`config.mk`:
```
export PLATFORM = sky130hd
export DESIGN_NAME = stepper_accel_profile_planner
export DESIGN_NICKNAME = d
export VERILOG_FILES = /design/src/design/spp_pkg.sv /design/src/design/spp_div.sv /design/src/design/spp_datapath.sv /design/src/design/spp_ctrl.sv /design/src/design/stepper_accel_profile_planner.sv
export SDC_FILE = /design/constraint.sdc
export NUM_CORES = 2
export LEC_CHECK = 0
export BUFFER_PORTS_ARGS = -buffer_cell sky130_fd_sc_hd__buf_2
export CAP_MARGIN = 30
export CELL_PAD_IN_SITES_DETAIL_PLACEMENT = 2
export CELL_PAD_IN_SITES_GLOBAL_PLACEMENT = 2
export CORE_MARGIN = 1
export CORE_UTILIZATION = 41
export DETAILED_ROUTE_END_ITERATION = 10
export HOLD_SLACK_MARGIN = 0.06
export PLACE_DENSITY_LB_ADDON = 0.1
export SYNTH_ARGS = -nofsm -noshare
export SYNTH_HDL_FRONTEND = slang
export SYNTH_SLANG_ARGS = --single-unit
```
`constraint.sdc`:
```
create_clock -name clk -period 12.1 [get_ports clk]
set_input_delay 0.605 -clock clk [delete_from_list [all_inputs] [get_ports clk]]
set_output_delay 0.605 -clock clk [all_outputs]
set_load 0.01 [all_outputs]
```
`src/design/spp_pkg.sv`:
```
// Shared types and constants for the stepper acceleration profile planner.
package spp_pkg;

    localparam int TSIZE_W = 6;
    localparam int CFG_IDX_W = 3;
    localparam int CFG_DATA_W = 24;

    localparam logic [CFG_IDX_W-1:0] REG_END_VELOCITY = 3'd0;
    localparam logic [CFG_IDX_W-1:0] REG_ACCELERATION = 3'd1;
    localparam logic [CFG_IDX_W-1:0] REG_FIRST_DELAY  = 3'd2;
    localparam logic [CFG_IDX_W-1:0] REG_MIN_DELAY    = 3'd3;
    localparam logic [CFG_IDX_W-1:0] REG_BASE_INTERP  = 3'd4;
    localparam logic [CFG_IDX_W-1:0] REG_DIR_HIGH_CW  = 3'd5;

    localparam logic KIND_HEADER = 1'b0;
    localparam logic KIND_ENTRY  = 1'b1;

    typedef struct packed {
        logic [31:0] total_steps;
        logic        direction;
    } item_t;

    typedef struct packed {
        logic               kind;
        logic               is_trapezoidal;
        logic [31:0]        accel_steps;
        logic [31:0]        cruise_steps;
        logic [31:0]        decel_steps;
        logic [31:0]        interp_factor;
        logic [TSIZE_W-1:0] table_size;
        logic               dir_level;
        logic [TSIZE_W-1:0] entry_index;
        logic [15:0]        delay_ticks;
        logic               last;
    } result_t;

    typedef enum logic [3:0] {
        CMD_NONE,
        CMD_LOAD,
        CMD_SHAPE,
        CMD_INTERP_DIV,
        CMD_INTERP_SET,
        CMD_TSIZE_DIV,
        CMD_TSIZE_SET,
        CMD_HEADER,
        CMD_ENTRY,
        CMD_REC_DIV,
        CMD_REC_UPD,
        CMD_NEXT_ENTRY
    } cmd_t;

    typedef struct packed {
        logic div_done;
        logic need_enlarge;
        logic tsize_zero;
        logic more_steps;
        logic last_entry;
    } dp_flags_t;

endpackage

```
`src/design/spp_div.sv`:
```
// Restoring serial divider, one quotient bit per cycle.
module spp_div
    import spp_pkg::*;
#(
    parameter int DW = 36
)
(
    input  logic          clk,
    input  logic          rst_n,
    input  logic          start,
    input  logic [DW-1:0] dividend,
    input  logic [DW-1:0] divisor,
    output logic [DW-1:0] quotient,
    output logic          done
);
    localparam int CNT_W = $clog2(DW + 1);

    logic [DW-1:0]    q_reg;
    logic [DW-1:0]    r_reg;
    logic [DW-1:0]    d_reg;
    logic [CNT_W-1:0] cnt_reg;
    logic             active_reg;
    logic             done_reg;
    logic [DW:0]      rs;
    logic             ge;

    assign rs = {r_reg, q_reg[DW-1]};
    assign ge = rs >= {1'b0, d_reg};

    always_ff @(posedge clk or negedge rst_n)
    begin
        if (!rst_n)
        begin
            active_reg <= 1'b0;
            done_reg   <= 1'b0;
            cnt_reg    <= '0;
        end
        else
        begin
            done_reg <= 1'b0;
            if (start)
            begin
                active_reg <= 1'b1;
                cnt_reg    <= CNT_W'(DW);
            end
            else if (active_reg)
            begin
                cnt_reg <= cnt_reg - 1'b1;
                if (cnt_reg == CNT_W'(1))
                begin
                    active_reg <= 1'b0;
                    done_reg   <= 1'b1;
                end
            end
        end
    end

    always_ff @(posedge clk)
    begin
        if (start)
        begin
            q_reg <= dividend;
            r_reg <= '0;
            d_reg <= divisor;
        end
        else if (active_reg)
        begin
            if (ge)
            begin
                r_reg <= DW'(rs - {1'b0, d_reg});
                q_reg <= {q_reg[DW-2:0], 1'b1};
            end
            else
            begin
                r_reg <= rs[DW-1:0];
                q_reg <= {q_reg[DW-2:0], 1'b0};
            end
        end
    end

    assign quotient = q_reg;
    assign done = done_reg;
endmodule

```
`src/design/spp_datapath.sv`:
```
// Datapath: configuration registers, profile arithmetic, recurrence and result register.
module spp_datapath
    import spp_pkg::*;
#(
    parameter int TABLE_MAX = 32,
    parameter int SCALE_BITS = 8
)
(
    input  logic                  clk,
    input  logic                  rst_n,
    input  logic                  cfg_we,
    input  logic [CFG_IDX_W-1:0]  cfg_index,
    input  logic [CFG_DATA_W-1:0] cfg_data,
    input  item_t                 item,
    input  cmd_t                  cmd,
    output dp_flags_t             status,
    output result_t               result,
    output logic                  result_strobe
);
    localparam int CW = 16 + SCALE_BITS;
    localparam int KW = CW + 2;
    localparam int DW = (KW + 2 > 34) ? KW + 2 : 34;
    localparam int TM_LOG = $clog2(TABLE_MAX);
    localparam int RS = 32 + TM_LOG;
    localparam logic [32:0] RM =
        33'(((65'd1 << RS) + 65'(TABLE_MAX) - 65'd1) / 65'(TABLE_MAX));
    localparam logic [16:0] RM_LO = RM[16:0];
    localparam logic [15:0] RM_HI = RM[32:17];

    logic [15:0]        ev_reg;
    logic [23:0]        acc_reg;
    logic [15:0]        first_reg;
    logic [15:0]        min_reg;
    logic [7:0]         base_reg;
    logic               cw_reg;

    logic [31:0]        total_reg;
    logic               dir_reg;
    logic               trap_reg;
    logic [31:0]        up_reg;
    logic [31:0]        cruise_reg;
    logic [31:0]        down_reg;
    logic [31:0]        interp_reg;
    logic [TSIZE_W-1:0] tsize_reg;
    logic               level_reg;
    logic [CW-1:0]      cur_reg;
    logic [KW-1:0]      k_reg;
    logic [TSIZE_W-1:0] e_reg;
    logic [31:0]        i_reg;
    logic               frozen_reg;
    logic [48:0]        prod_lo_reg;
    result_t            result_reg;
    logic               strobe_reg;

    logic               div_start;
    logic [DW-1:0]      div_dividend;
    logic [DW-1:0]      div_divisor;
    logic [DW-1:0]      q;
    logic               div_done;
    logic [23:0]        acc_eff;
    logic [31:0]        a_steps;
    logic [CW-1:0]      floor_d;
    logic [CW-1:0]      dec;
    logic [CW-1:0]      nx_raw;
    logic [CW-1:0]      nx;
    logic [13:0]        limit;
    logic [31:0]        ix;
    logic [47:0]        prod_hi;
    logic [64:0]        prod_sum;

    assign acc_eff = (acc_reg == '0) ? 24'd1 : acc_reg;
    assign a_steps = q[31:0];
    assign floor_d = CW'(min_reg) << SCALE_BITS;
    assign dec     = q[CW-1:0];
    assign nx_raw  = cur_reg - dec;
    assign nx      = (nx_raw < floor_d) ? floor_d : nx_raw;
    assign limit   = 14'(TABLE_MAX) * {6'd0, interp_reg[7:0]};
    assign ix       = up_reg + 32'(TABLE_MAX - 1);
    assign prod_hi  = 48'(ix) * 48'(RM_HI);
    assign prod_sum = 65'(prod_lo_reg) + (65'(prod_hi) << 17);

    always_comb
    begin
        div_start    = 1'b0;
        div_dividend = '0;
        div_divisor  = '0;
        unique case (cmd)
            CMD_LOAD:
            begin
                div_start    = 1'b1;
                div_dividend = DW'(ev_reg) * DW'(ev_reg);
                div_divisor  = DW'({acc_eff, 1'b0});
            end
            CMD_TSIZE_DIV:
            begin
                div_start    = 1'b1;
                div_dividend = DW'(up_reg) + DW'(interp_reg) - DW'(1);
                div_divisor  = DW'(interp_reg);
            end
            CMD_REC_DIV:
            begin
                div_start    = 1'b1;
                div_dividend = DW'({cur_reg, 1'b0});
                div_divisor  = DW'({k_reg, 2'b00}) + DW'(1);
            end
            default:
            begin
                div_start = 1'b0;
            end
        endcase
    end

    spp_div #(.DW(DW)) u_div (
        .clk      (clk),
        .rst_n    (rst_n),
        .start    (div_start),
        .dividend (div_dividend),
        .divisor  (div_divisor),
        .quotient (q),
        .done     (div_done)
    );

    always_ff @(posedge clk or negedge rst_n)
    begin
        if (!rst_n)
        begin
            ev_reg    <= 16'd1000;
            acc_reg   <= 24'd1000;
            first_reg <= 16'd65535;
            min_reg   <= 16'd1000;
            base_reg  <= 8'd1;
            cw_reg    <= 1'b1;
        end
        else if (cfg_we)
        begin
            unique case (cfg_index)
                REG_END_VELOCITY: ev_reg    <= cfg_data[15:0];
                REG_ACCELERATION: acc_reg   <= cfg_data[23:0];
                REG_FIRST_DELAY:  first_reg <= cfg_data[15:0];
                REG_MIN_DELAY:    min_reg   <= cfg_data[15:0];
                REG_BASE_INTERP:  base_reg  <= cfg_data[7:0];
                REG_DIR_HIGH_CW:  cw_reg    <= cfg_data[0];
                default:          ev_reg    <= ev_reg;
            endcase
        end
    end

    always_ff @(posedge clk or negedge rst_n)
    begin
        if (!rst_n)
        begin
            strobe_reg <= 1'b0;
        end
        else
        begin
            strobe_reg <= (cmd == CMD_HEADER) || (cmd == CMD_ENTRY);
        end
    end

    always_ff @(posedge clk)
    begin
        unique case (cmd)
            CMD_LOAD:
            begin
                total_reg <= item.total_steps;
                dir_reg   <= item.direction;
            end
            CMD_SHAPE:
            begin
                if ({a_steps, 1'b0} >= {1'b0, total_reg})
                begin
                    trap_reg   <= 1'b0;
                    up_reg     <= {1'b0, total_reg[31:1]};
                    down_reg   <= total_reg - {1'b0, total_reg[31:1]};
                    cruise_reg <= '0;
                end
                else
                begin
                    trap_reg   <= 1'b1;
                    up_reg     <= a_steps;
                    down_reg   <= a_steps;
                    cruise_reg <= total_reg - {a_steps[30:0], 1'b0};
                end
                interp_reg <= (base_reg == '0) ? 32'd1 : 32'(base_reg);
                level_reg  <= cw_reg ? (dir_reg == 1'b0) : (dir_reg == 1'b1);
            end
            CMD_INTERP_DIV:
            begin
                prod_lo_reg <= 49'(ix) * 49'(RM_LO);
            end
            CMD_INTERP_SET:
            begin
                interp_reg <= 32'(prod_sum >> RS);
            end
            CMD_TSIZE_SET:
            begin
                tsize_reg <= (q > DW'(TABLE_MAX)) ? TSIZE_W'(TABLE_MAX) : q[TSIZE_W-1:0];
            end
            CMD_HEADER:
            begin
                cur_reg    <= CW'(first_reg) << SCALE_BITS;
                k_reg      <= KW'(1);
                e_reg      <= '0;
                frozen_reg <= 1'b0;
                result_reg <= '{kind: KIND_HEADER, is_trapezoidal: trap_reg,
                               accel_steps: up_reg, cruise_steps: cruise_reg,
                               decel_steps: down_reg, interp_factor: interp_reg,
                               table_size: tsize_reg, dir_level: level_reg,
                               entry_index: '0, delay_ticks: '0,
                               last: (tsize_reg == '0)};
            end
            CMD_ENTRY:
            begin
                i_reg      <= '0;
                result_reg <= '{kind: KIND_ENTRY, is_trapezoidal: trap_reg,
                               accel_steps: up_reg, cruise_steps: cruise_reg,
                               decel_steps: down_reg, interp_factor: interp_reg,
                               table_size: tsize_reg, dir_level: level_reg,
                               entry_index: e_reg,
                               delay_ticks: cur_reg[CW-1:SCALE_BITS],
                               last: status.last_entry};
            end
            CMD_REC_UPD:
            begin
                if (nx == cur_reg && (dec == '0 || cur_reg == floor_d))
                begin
                    frozen_reg <= 1'b1;
                end
                cur_reg <= nx;
                k_reg   <= k_reg + 1'b1;
                i_reg   <= i_reg + 1'b1;
            end
            CMD_NEXT_ENTRY:
            begin
                e_reg <= e_reg + 1'b1;
            end
            default:
            begin
                total_reg <= total_reg;
            end
        endcase
    end

    assign status.div_done     = div_done;
    assign status.need_enlarge = up_reg > 32'(limit);
    assign status.tsize_zero   = tsize_reg == '0;
    assign status.more_steps   = (i_reg < interp_reg) && !frozen_reg;
    assign status.last_entry   = ({1'b0, e_reg} + 7'd1) == {1'b0, tsize_reg};

    assign result = result_reg;
    assign result_strobe = strobe_reg;
endmodule

```
`src/design/spp_ctrl.sv`:
```
// Controller: sequences the divides, the header and the delay entries of one move.
module spp_ctrl
    import spp_pkg::*;
(
    input  logic      clk,
    input  logic      rst_n,
    input  logic      start,
    input  dp_flags_t status,
    output cmd_t      cmd,
    output logic      busy
);
    typedef enum logic [3:0] {
        S_IDLE,
        S_DIV_A,
        S_CHECK,
        S_DIV_I,
        S_TS_START,
        S_DIV_T,
        S_HEADER,
        S_ENTRY,
        S_LOOP,
        S_REC_WAIT
    } state_t;

    state_t state_reg;
    state_t state_next;

    always_comb
    begin
        state_next = state_reg;
        cmd        = CMD_NONE;
        unique case (state_reg)
            S_IDLE:
            begin
                if (start)
                begin
                    cmd        = CMD_LOAD;
                    state_next = S_DIV_A;
                end
            end
            S_DIV_A:
            begin
                if (status.div_done)
                begin
                    cmd        = CMD_SHAPE;
                    state_next = S_CHECK;
                end
            end
            S_CHECK:
            begin
                if (status.need_enlarge)
                begin
                    cmd        = CMD_INTERP_DIV;
                    state_next = S_DIV_I;
                end
                else
                begin
                    cmd        = CMD_TSIZE_DIV;
                    state_next = S_DIV_T;
                end
            end
            S_DIV_I:
            begin
                cmd        = CMD_INTERP_SET;
                state_next = S_TS_START;
            end
            S_TS_START:
            begin
                cmd        = CMD_TSIZE_DIV;
                state_next = S_DIV_T;
            end
            S_DIV_T:
            begin
                if (status.div_done)
                begin
                    cmd        = CMD_TSIZE_SET;
                    state_next = S_HEADER;
                end
            end
            S_HEADER:
            begin
                cmd        = CMD_HEADER;
                state_next = status.tsize_zero ? S_IDLE : S_ENTRY;
            end
            S_ENTRY:
            begin
                cmd        = CMD_ENTRY;
                state_next = status.last_entry ? S_IDLE : S_LOOP;
            end
            S_LOOP:
            begin
                if (status.more_steps)
                begin
                    cmd        = CMD_REC_DIV;
                    state_next = S_REC_WAIT;
                end
                else
                begin
                    cmd        = CMD_NEXT_ENTRY;
                    state_next = S_ENTRY;
                end
            end
            S_REC_WAIT:
            begin
                if (status.div_done)
                begin
                    cmd        = CMD_REC_UPD;
                    state_next = S_LOOP;
                end
            end
            default:
            begin
                state_next = S_IDLE;
            end
        endcase
    end

    always_ff @(posedge clk or negedge rst_n)
    begin
        if (!rst_n)
        begin
            state_reg <= S_IDLE;
        end
        else
        begin
            state_reg <= state_next;
        end
    end

    assign busy = state_reg != S_IDLE;
endmodule

```
`src/design/stepper_accel_profile_planner.sv`:
```
// Top level of the stepper acceleration profile planner.
//
// Usage: load the six registers over cfg_valid/cfg_ready (cfg_index selects
// the register, cfg_data carries the value; cfg_ready is always high), then
// raise start with a move item while busy is low. The item is taken at that
// edge and busy stays high until the move is fully emitted.
// Results appear on result with result_strobe for one cycle each: first the
// header, then one delay entry per table row; last marks the final item.
// The receiver cannot stall; every result must be taken as it appears.
// One shared serial divider performs every divide (DW is the larger of 34 and
// SCALE_BITS + 20 bits). The header follows the ramp and table-size divides,
// with extra reciprocal-multiply steps when the interpolation factor is enlarged.
// Each recurrence step then needs one divide, and each entry adds the states that
// emit it and advance the index; the recurrence stops early once the delay freezes.
// One move at a time; busy drops in the cycle that carries the last result.
// Reset clears the controller to idle and loads the register defaults.
module stepper_accel_profile_planner
    import spp_pkg::*;
#(
    parameter int TABLE_MAX = 32,
    parameter int SCALE_BITS = 8
)
(
    input  logic                  clk,
    input  logic                  rst_n,
    input  logic                  start,
    output logic                  busy,
    input  item_t                 item,
    input  logic                  cfg_valid,
    output logic                  cfg_ready,
    input  logic [CFG_IDX_W-1:0]  cfg_index,
    input  logic [CFG_DATA_W-1:0] cfg_data,
    output logic                  result_strobe,
    output result_t               result
);
    cmd_t      cmd;
    dp_flags_t status;

    assign cfg_ready = 1'b1;

    spp_ctrl u_ctrl (
        .clk    (clk),
        .rst_n  (rst_n),
        .start  (start),
        .status (status),
        .cmd    (cmd),
        .busy   (busy)
    );

    spp_datapath #(
        .TABLE_MAX  (TABLE_MAX),
        .SCALE_BITS (SCALE_BITS)
    ) u_datapath (
        .clk           (clk),
        .rst_n         (rst_n),
        .cfg_we        (cfg_valid && cfg_ready),
        .cfg_index     (cfg_index),
        .cfg_data      (cfg_data),
        .item          (item),
        .cmd           (cmd),
        .status        (status),
        .result        (result),
        .result_strobe (result_strobe)
    );

`ifndef SYNTHESIS
    a_start_busy: assert property (@(posedge clk) disable iff (!rst_n)
        start && !busy |=> busy)
        else $error("busy not raised after accepted item");
    a_last_gap: assert property (@(posedge clk) disable iff (!rst_n)
        result_strobe && result.last |=> !result_strobe)
        else $error("result after last item of a move");
    a_entry_range: assert property (@(posedge clk) disable iff (!rst_n)
        result_strobe && result.kind == KIND_ENTRY |-> result.entry_index < result.table_size)
        else $error("entry index beyond table size");
`endif
endmodule

```
# Word-level counts from Yosys, hierarchy flattened
# Index checks and enable logic that the tools add are counted.
# classes
add_sub_neg,13
n_mul,1
div,0
n_lt_le_gt_ge,6
eq_ne,33
shifts,0
n_mux,45
bitwise_logic,1
reduce_logical,27
# ops
cell,n
$pmux W160 S2,1
$pmux W34 S3,2
$pmux W32 S2,2
$mux W34,3
$pmux W4 S10,2
$pmux W26 S2,1
$eq A24 B24 Y1,2
$logic_not A24 Y1,2
$mux W24,2
$pmux W24 S2,1
$ge A35 B34 Y1,1
$gt A34 B6 Y1 const B,1
$sub A34 B1 Y34 const B,1
$sub A34 B34 Y34,1
$add A32 B32 Y33,1
$ge A33 B32 Y1,1
$add A32 B1 Y32 const B,1
$add A32 B5 Y32 const B,1
$eq A4 B3 Y1 const B,8
$gt A32 B13 Y1,1
$lt A32 B32 Y1,1
$mul A16 B16 Y32,1
$mux W32,1
$sub A32 B31 Y32,1
40 further kinds,87
# totals
register_bits,614
latchBits,0
ramBits,0
rom_bits,0
inputBits,64
out_inout_bits,163
elab_cells,166
n_memories,0

# Longest topological paths before layout
# logic_depth
word_depth,8
mapped_depth,27
ltp_nobuf,26

# Hierarchy
# From an unflattened synthesis, not the netlist that was laid out.
# hier_totals
hier_cells,4159
area_unflattened_um2,42952.4
# by_module_without_submodules
module,n_inst,cells_each,area_per_inst_um2,seq_area_each_um2
spp_datapath,1,3494,36103.4,14348.8
spp_div,1,617,6458.7,2922.8
spp_ctrl,1,46,379.1,100.1
stepper_accel_profile_planner,1,2,11.3,0.0

# Worst setup path before layout
# No wires, ideal clock.
# synth_timing
kind,register to register
startpoint,register u_ctrl.state_reg[1]
endpoint,"register u_datapath.interp_reg[0], enable pin"
setup_time_ps,387
arrival_time_ps,8499
t_required_ps,11713
slack_ps,3213
path_stages_with_launch,5
path_buffers,0
period_less_slack_ps,8887
cell_sequence,dfrtp_1 -> nor2b_1 -> nand2_1 -> nor3_1 -> nand2b_1
# synth_between
elab_chain_len,4
word_cells_on_any_way,14
cone_classes,eq/ne (11); mux (1); reduce/logical (2)
# synth_lines
item,line,rtl
from (decl),spp_ctrl.sv:25,state_t state_reg;
from (signal assigned),spp_ctrl.sv:126,state_reg <= state_next;
"$eq A4 B4 Y1, or another cell as far along",spp_ctrl.sv:32,unique case (state_reg)
$pmux W4 S10 *,spp_ctrl.sv:32,
$eq A4 B3 Y1 or $eq A4 B2 Y1 (tied branches),spp_datapath.sv:162,unique case (cmd)
$reduce_bool A2 Y1 (no line) *,--,
to (signal assigned),spp_datapath.sv:184,interp_reg <= (base_reg == '0) ? 32'd1 : 32'(base_reg);
to (signal assigned),spp_datapath.sv:193,interp_reg <= 32'(prod_sum >> RS);
to (decl),spp_datapath.sv:43,logic [31:0] interp_reg;
# Every way passes the cells marked *; elsewhere a longest branch is shown, timed or not.
# A chain may end at the register's enable or synchronous reset.

# Worst setup path in the final report
# layout_timing
startpoint,register u_datapath.ev_reg[4]
endpoint,"register u_datapath.u_div.q_reg[30], in the netlist u_datapath.u_div.quotient[30] (data pin)"
# layout_between
elab_chain_len,3
# layout_lines
item,line,rtl
from (decl),spp_datapath.sv:30,logic [15:0] ev_reg;
from (signal assigned),spp_datapath.sv:137,REG_END_VELOCITY: ev_reg <= cfg_data[15:0];
from (signal assigned),spp_datapath.sv:143,default: ev_reg <= ev_reg;
$mul A16 B16 Y32,spp_datapath.sv:91,div_dividend = DW'(ev_reg) * DW'(ev_reg);
$pmux W34 S3,spp_datapath.sv:87,unique case (cmd)
$mux W34,spp_div.sv:60,if (start)
to (signal assigned),spp_div.sv:62,q_reg <= dividend;
to (signal assigned),spp_div.sv:71,"q_reg <= {q_reg[DW-2:0], 1'b1};"
to (signal assigned),spp_div.sv:76,"q_reg <= {q_reg[DW-2:0], 1'b0};"
to (decl),spp_div.sv:18,logic [DW-1:0] q_reg;
# Every way passes these cells.

==> run metrics <==
Std-Cell Rows 116; CP max stage cell dfrtp_1; antenna violations before repair 17; first-pass GRT wire length 234.2 mm; Post-route DRC 0; max reg flops 155; met2 WL around 75 mm; Ys Warns 0; async set-reset flop share out of synthesis 15.72%; most instantiated cells after synthesis inv_1, edfxtp_1, ha_1, nand2_1, nor2_1; routed len/inst 27.54 um; Slew @ Worst Pin 1.141 ns; CTS tree built; Final Critical Period between 7 and 8 ns; Max Freq 0.1387 GHz; core area 100,700 um2; nets@finish slightly below 5k; initial core utilization 41.63%; WS Path Type register to register; DRT iter0 DRCs 2,275; Netlist cell types 99; count leader, synth inv_1; die area 103,600 um2; clk_lat worst skew 0.67 ns; largest net degree at the start of global routing 75; layout cells sized above 1 12.87%; post-DP HPWL 121.8 mm; Die Wd 321.8 um; Synth Instances 4,061; Slew HR 23.15%; via count 33.26k; deepest clock path buffer count 3; startpoint types register; vias in the first global route 36.14k; RSZ-0062 raised after global routing no; Clock transition at path regs 0.06 ns; critical path cell sequence nand2_1 -> fa_1 -> fa_1 -> inv_1 -> fa_1 -> fa_1 -> fa_1 -> inv_1 -> fa_1 -> inv_1 -> ha_1 -> and2_1 -> nand2b_1 -> o21ai_0 -> a21oi_1 -> o21ai_0 -> o221ai_1 -> o21ai_0 -> xor2_1 -> a22oi_1 -> o31ai_1; crit-path most repeated cell fa_1; clock sinks around 600; post-synth top area share 33.66%; PostCTS Resize Cnt 0; Max Cap Viol 0; synthesized cell area 41,930 um2; mean post-synth cell area 10.33 um2; drt pass-1 iters 10; Detail Route Antenna Nets 0; endpoints failing hold 0; sequential area share after synthesis 41.00%; Clock Skew 0.03938 ns; die height 321.8 um; outcome finished clean; CTS H-tree depth 3; class of the worst hold path input pin to register; CP Data Required Time 12.48 ns; CP arrival 7.59 ns; Setup violations, final 0; GPL Wtd Cong 0.9107; I/O pin count 227; grt total ovfl 0; most common flop cell mapped by yosys edfxtp_1; Synth area leaders edfxtp_1, ha_1, fa_1; area leader, netlist edfxtp_1; wl on met1 about 67 mm; Crit Path Max Fanout 19; crit end category register; Synth Register Bits 598; Tcrit/Tclk final between 50% and 60%; met3 WL ~7.4 mm; Port Buf Inserts 220; Total GRT Usage between 30% and 40%; final slew viol count 0; Post-synth EDFFs 470; Inserted Clock Buffers 73; Total Routed Length 156.8 mm; CP peak stage delay ~0.80 ns; Layout area overhead 12.20%; highest metal used met5; Root Driver clkbuf_16; Total Neg Setup Slack 0 ns; via/cell ratio 5.841
[layout make-up]
cell class,count,area [um2]
diodes,2,5.005
clock inverters,42,396.6
flip-flops and latches,598,17190
multi-input cells,2855,22480
fillers,10490,53680
clock buffers,92,1971
inverters,486,1824
repair buffers,262,1481
well taps,1357,1698
[placed cells by master (no fill, tap or decap), types with 80 or more instances in the layout]
master,count
nand2_1,277
a21oi_1,181
and2_1,95
buf_2,221
xor2_1,122
edfxtp_1,470
mux2_2,80
fa_1,169
xnor2_1,159
ha_1,325
a21o_1,97
nor2_1,267
o21ai_0,248
inv_1,483
[path summary, 6_finish.rpt]
check | startpoint | to | slack, ns | cells past startpoint
min in group asynchronous | rst_n | u_datapath.acc_reg[23] | 0.57 | 2
max in group asynchronous | rst_n | u_datapath.min_reg[11] | 10.25 | 3
min | item[0] | u_datapath.dir_reg | 0.11 | 1
max | u_datapath.ev_reg[4] | u_datapath.u_div.quotient[30] | 4.89 | 21
min reg2reg | u_datapath.down_reg[16] | u_datapath.result[78] | 0.41 | 0
max reg2reg | u_datapath.ev_reg[4] | u_datapath.u_div.quotient[30] | 4.89 | 21
[metal layers]
layer / global-route usage (%) / vias up
li1: - / 14780
met1: 39.44 / 17200
met2: 50.82 / 957
met3: 4.169 / 312
met4: 12.23 / 6
met5: 0 / -
[stage by stage]
stage	utilization (%)	cells	setup slack, ns	hold WS, ns	area [um2]
6_report	46.71	5694	4.891	0.1130	47050
5_1_grt	46.71	5692	4.398	0.1030	47050
4_1_cts	46.65	5689	4.898	0.08242	46990
3_5_place_dp	44.29	5554	4.920	0.4075	44610
3_3_place_gp	44.23	5550	5.197	0.4028	44560
2_1_floorplan	-	4066	3.214	0.3094	41950
[critical path, delay by kind of cell (launching register included)]
family                     cells  cell delay (ns)
buffers and inverters          3             0.15
DFF                            1             0.80
and+or+nand+nor                3             0.44
AOI/OAI and AO/OA              7             1.86
adders and majority gates      7             3.57
xor gates and xnor gates       1             0.09
[repair_timing]
item                                   in CTS  in global routing
hold buffers                                1                  0
endpoints found under the hold margin      30                  0
setup buffers                               0                  0
setup endpoints to repair                   0                  0
[cell families (layout without fill, tap and decap cells)]
kind of cell    after synthesis  after routing  share of synthesized area (%)
flops                       598            598                          41.00
fa+ha+maj                   494            494                          17.77
other cells                   2              9                        0.01791
simple gates               1107           1107                          13.24
buf+inv                     613            882                          5.565
mux                         127            127                          3.270
compound gates              835            835                          13.05
xor+xnor                    285            285                          6.087
Power is not shown: default switching activity piles up to over one toggle a cycle in this logic, so the estimate is an artifact.
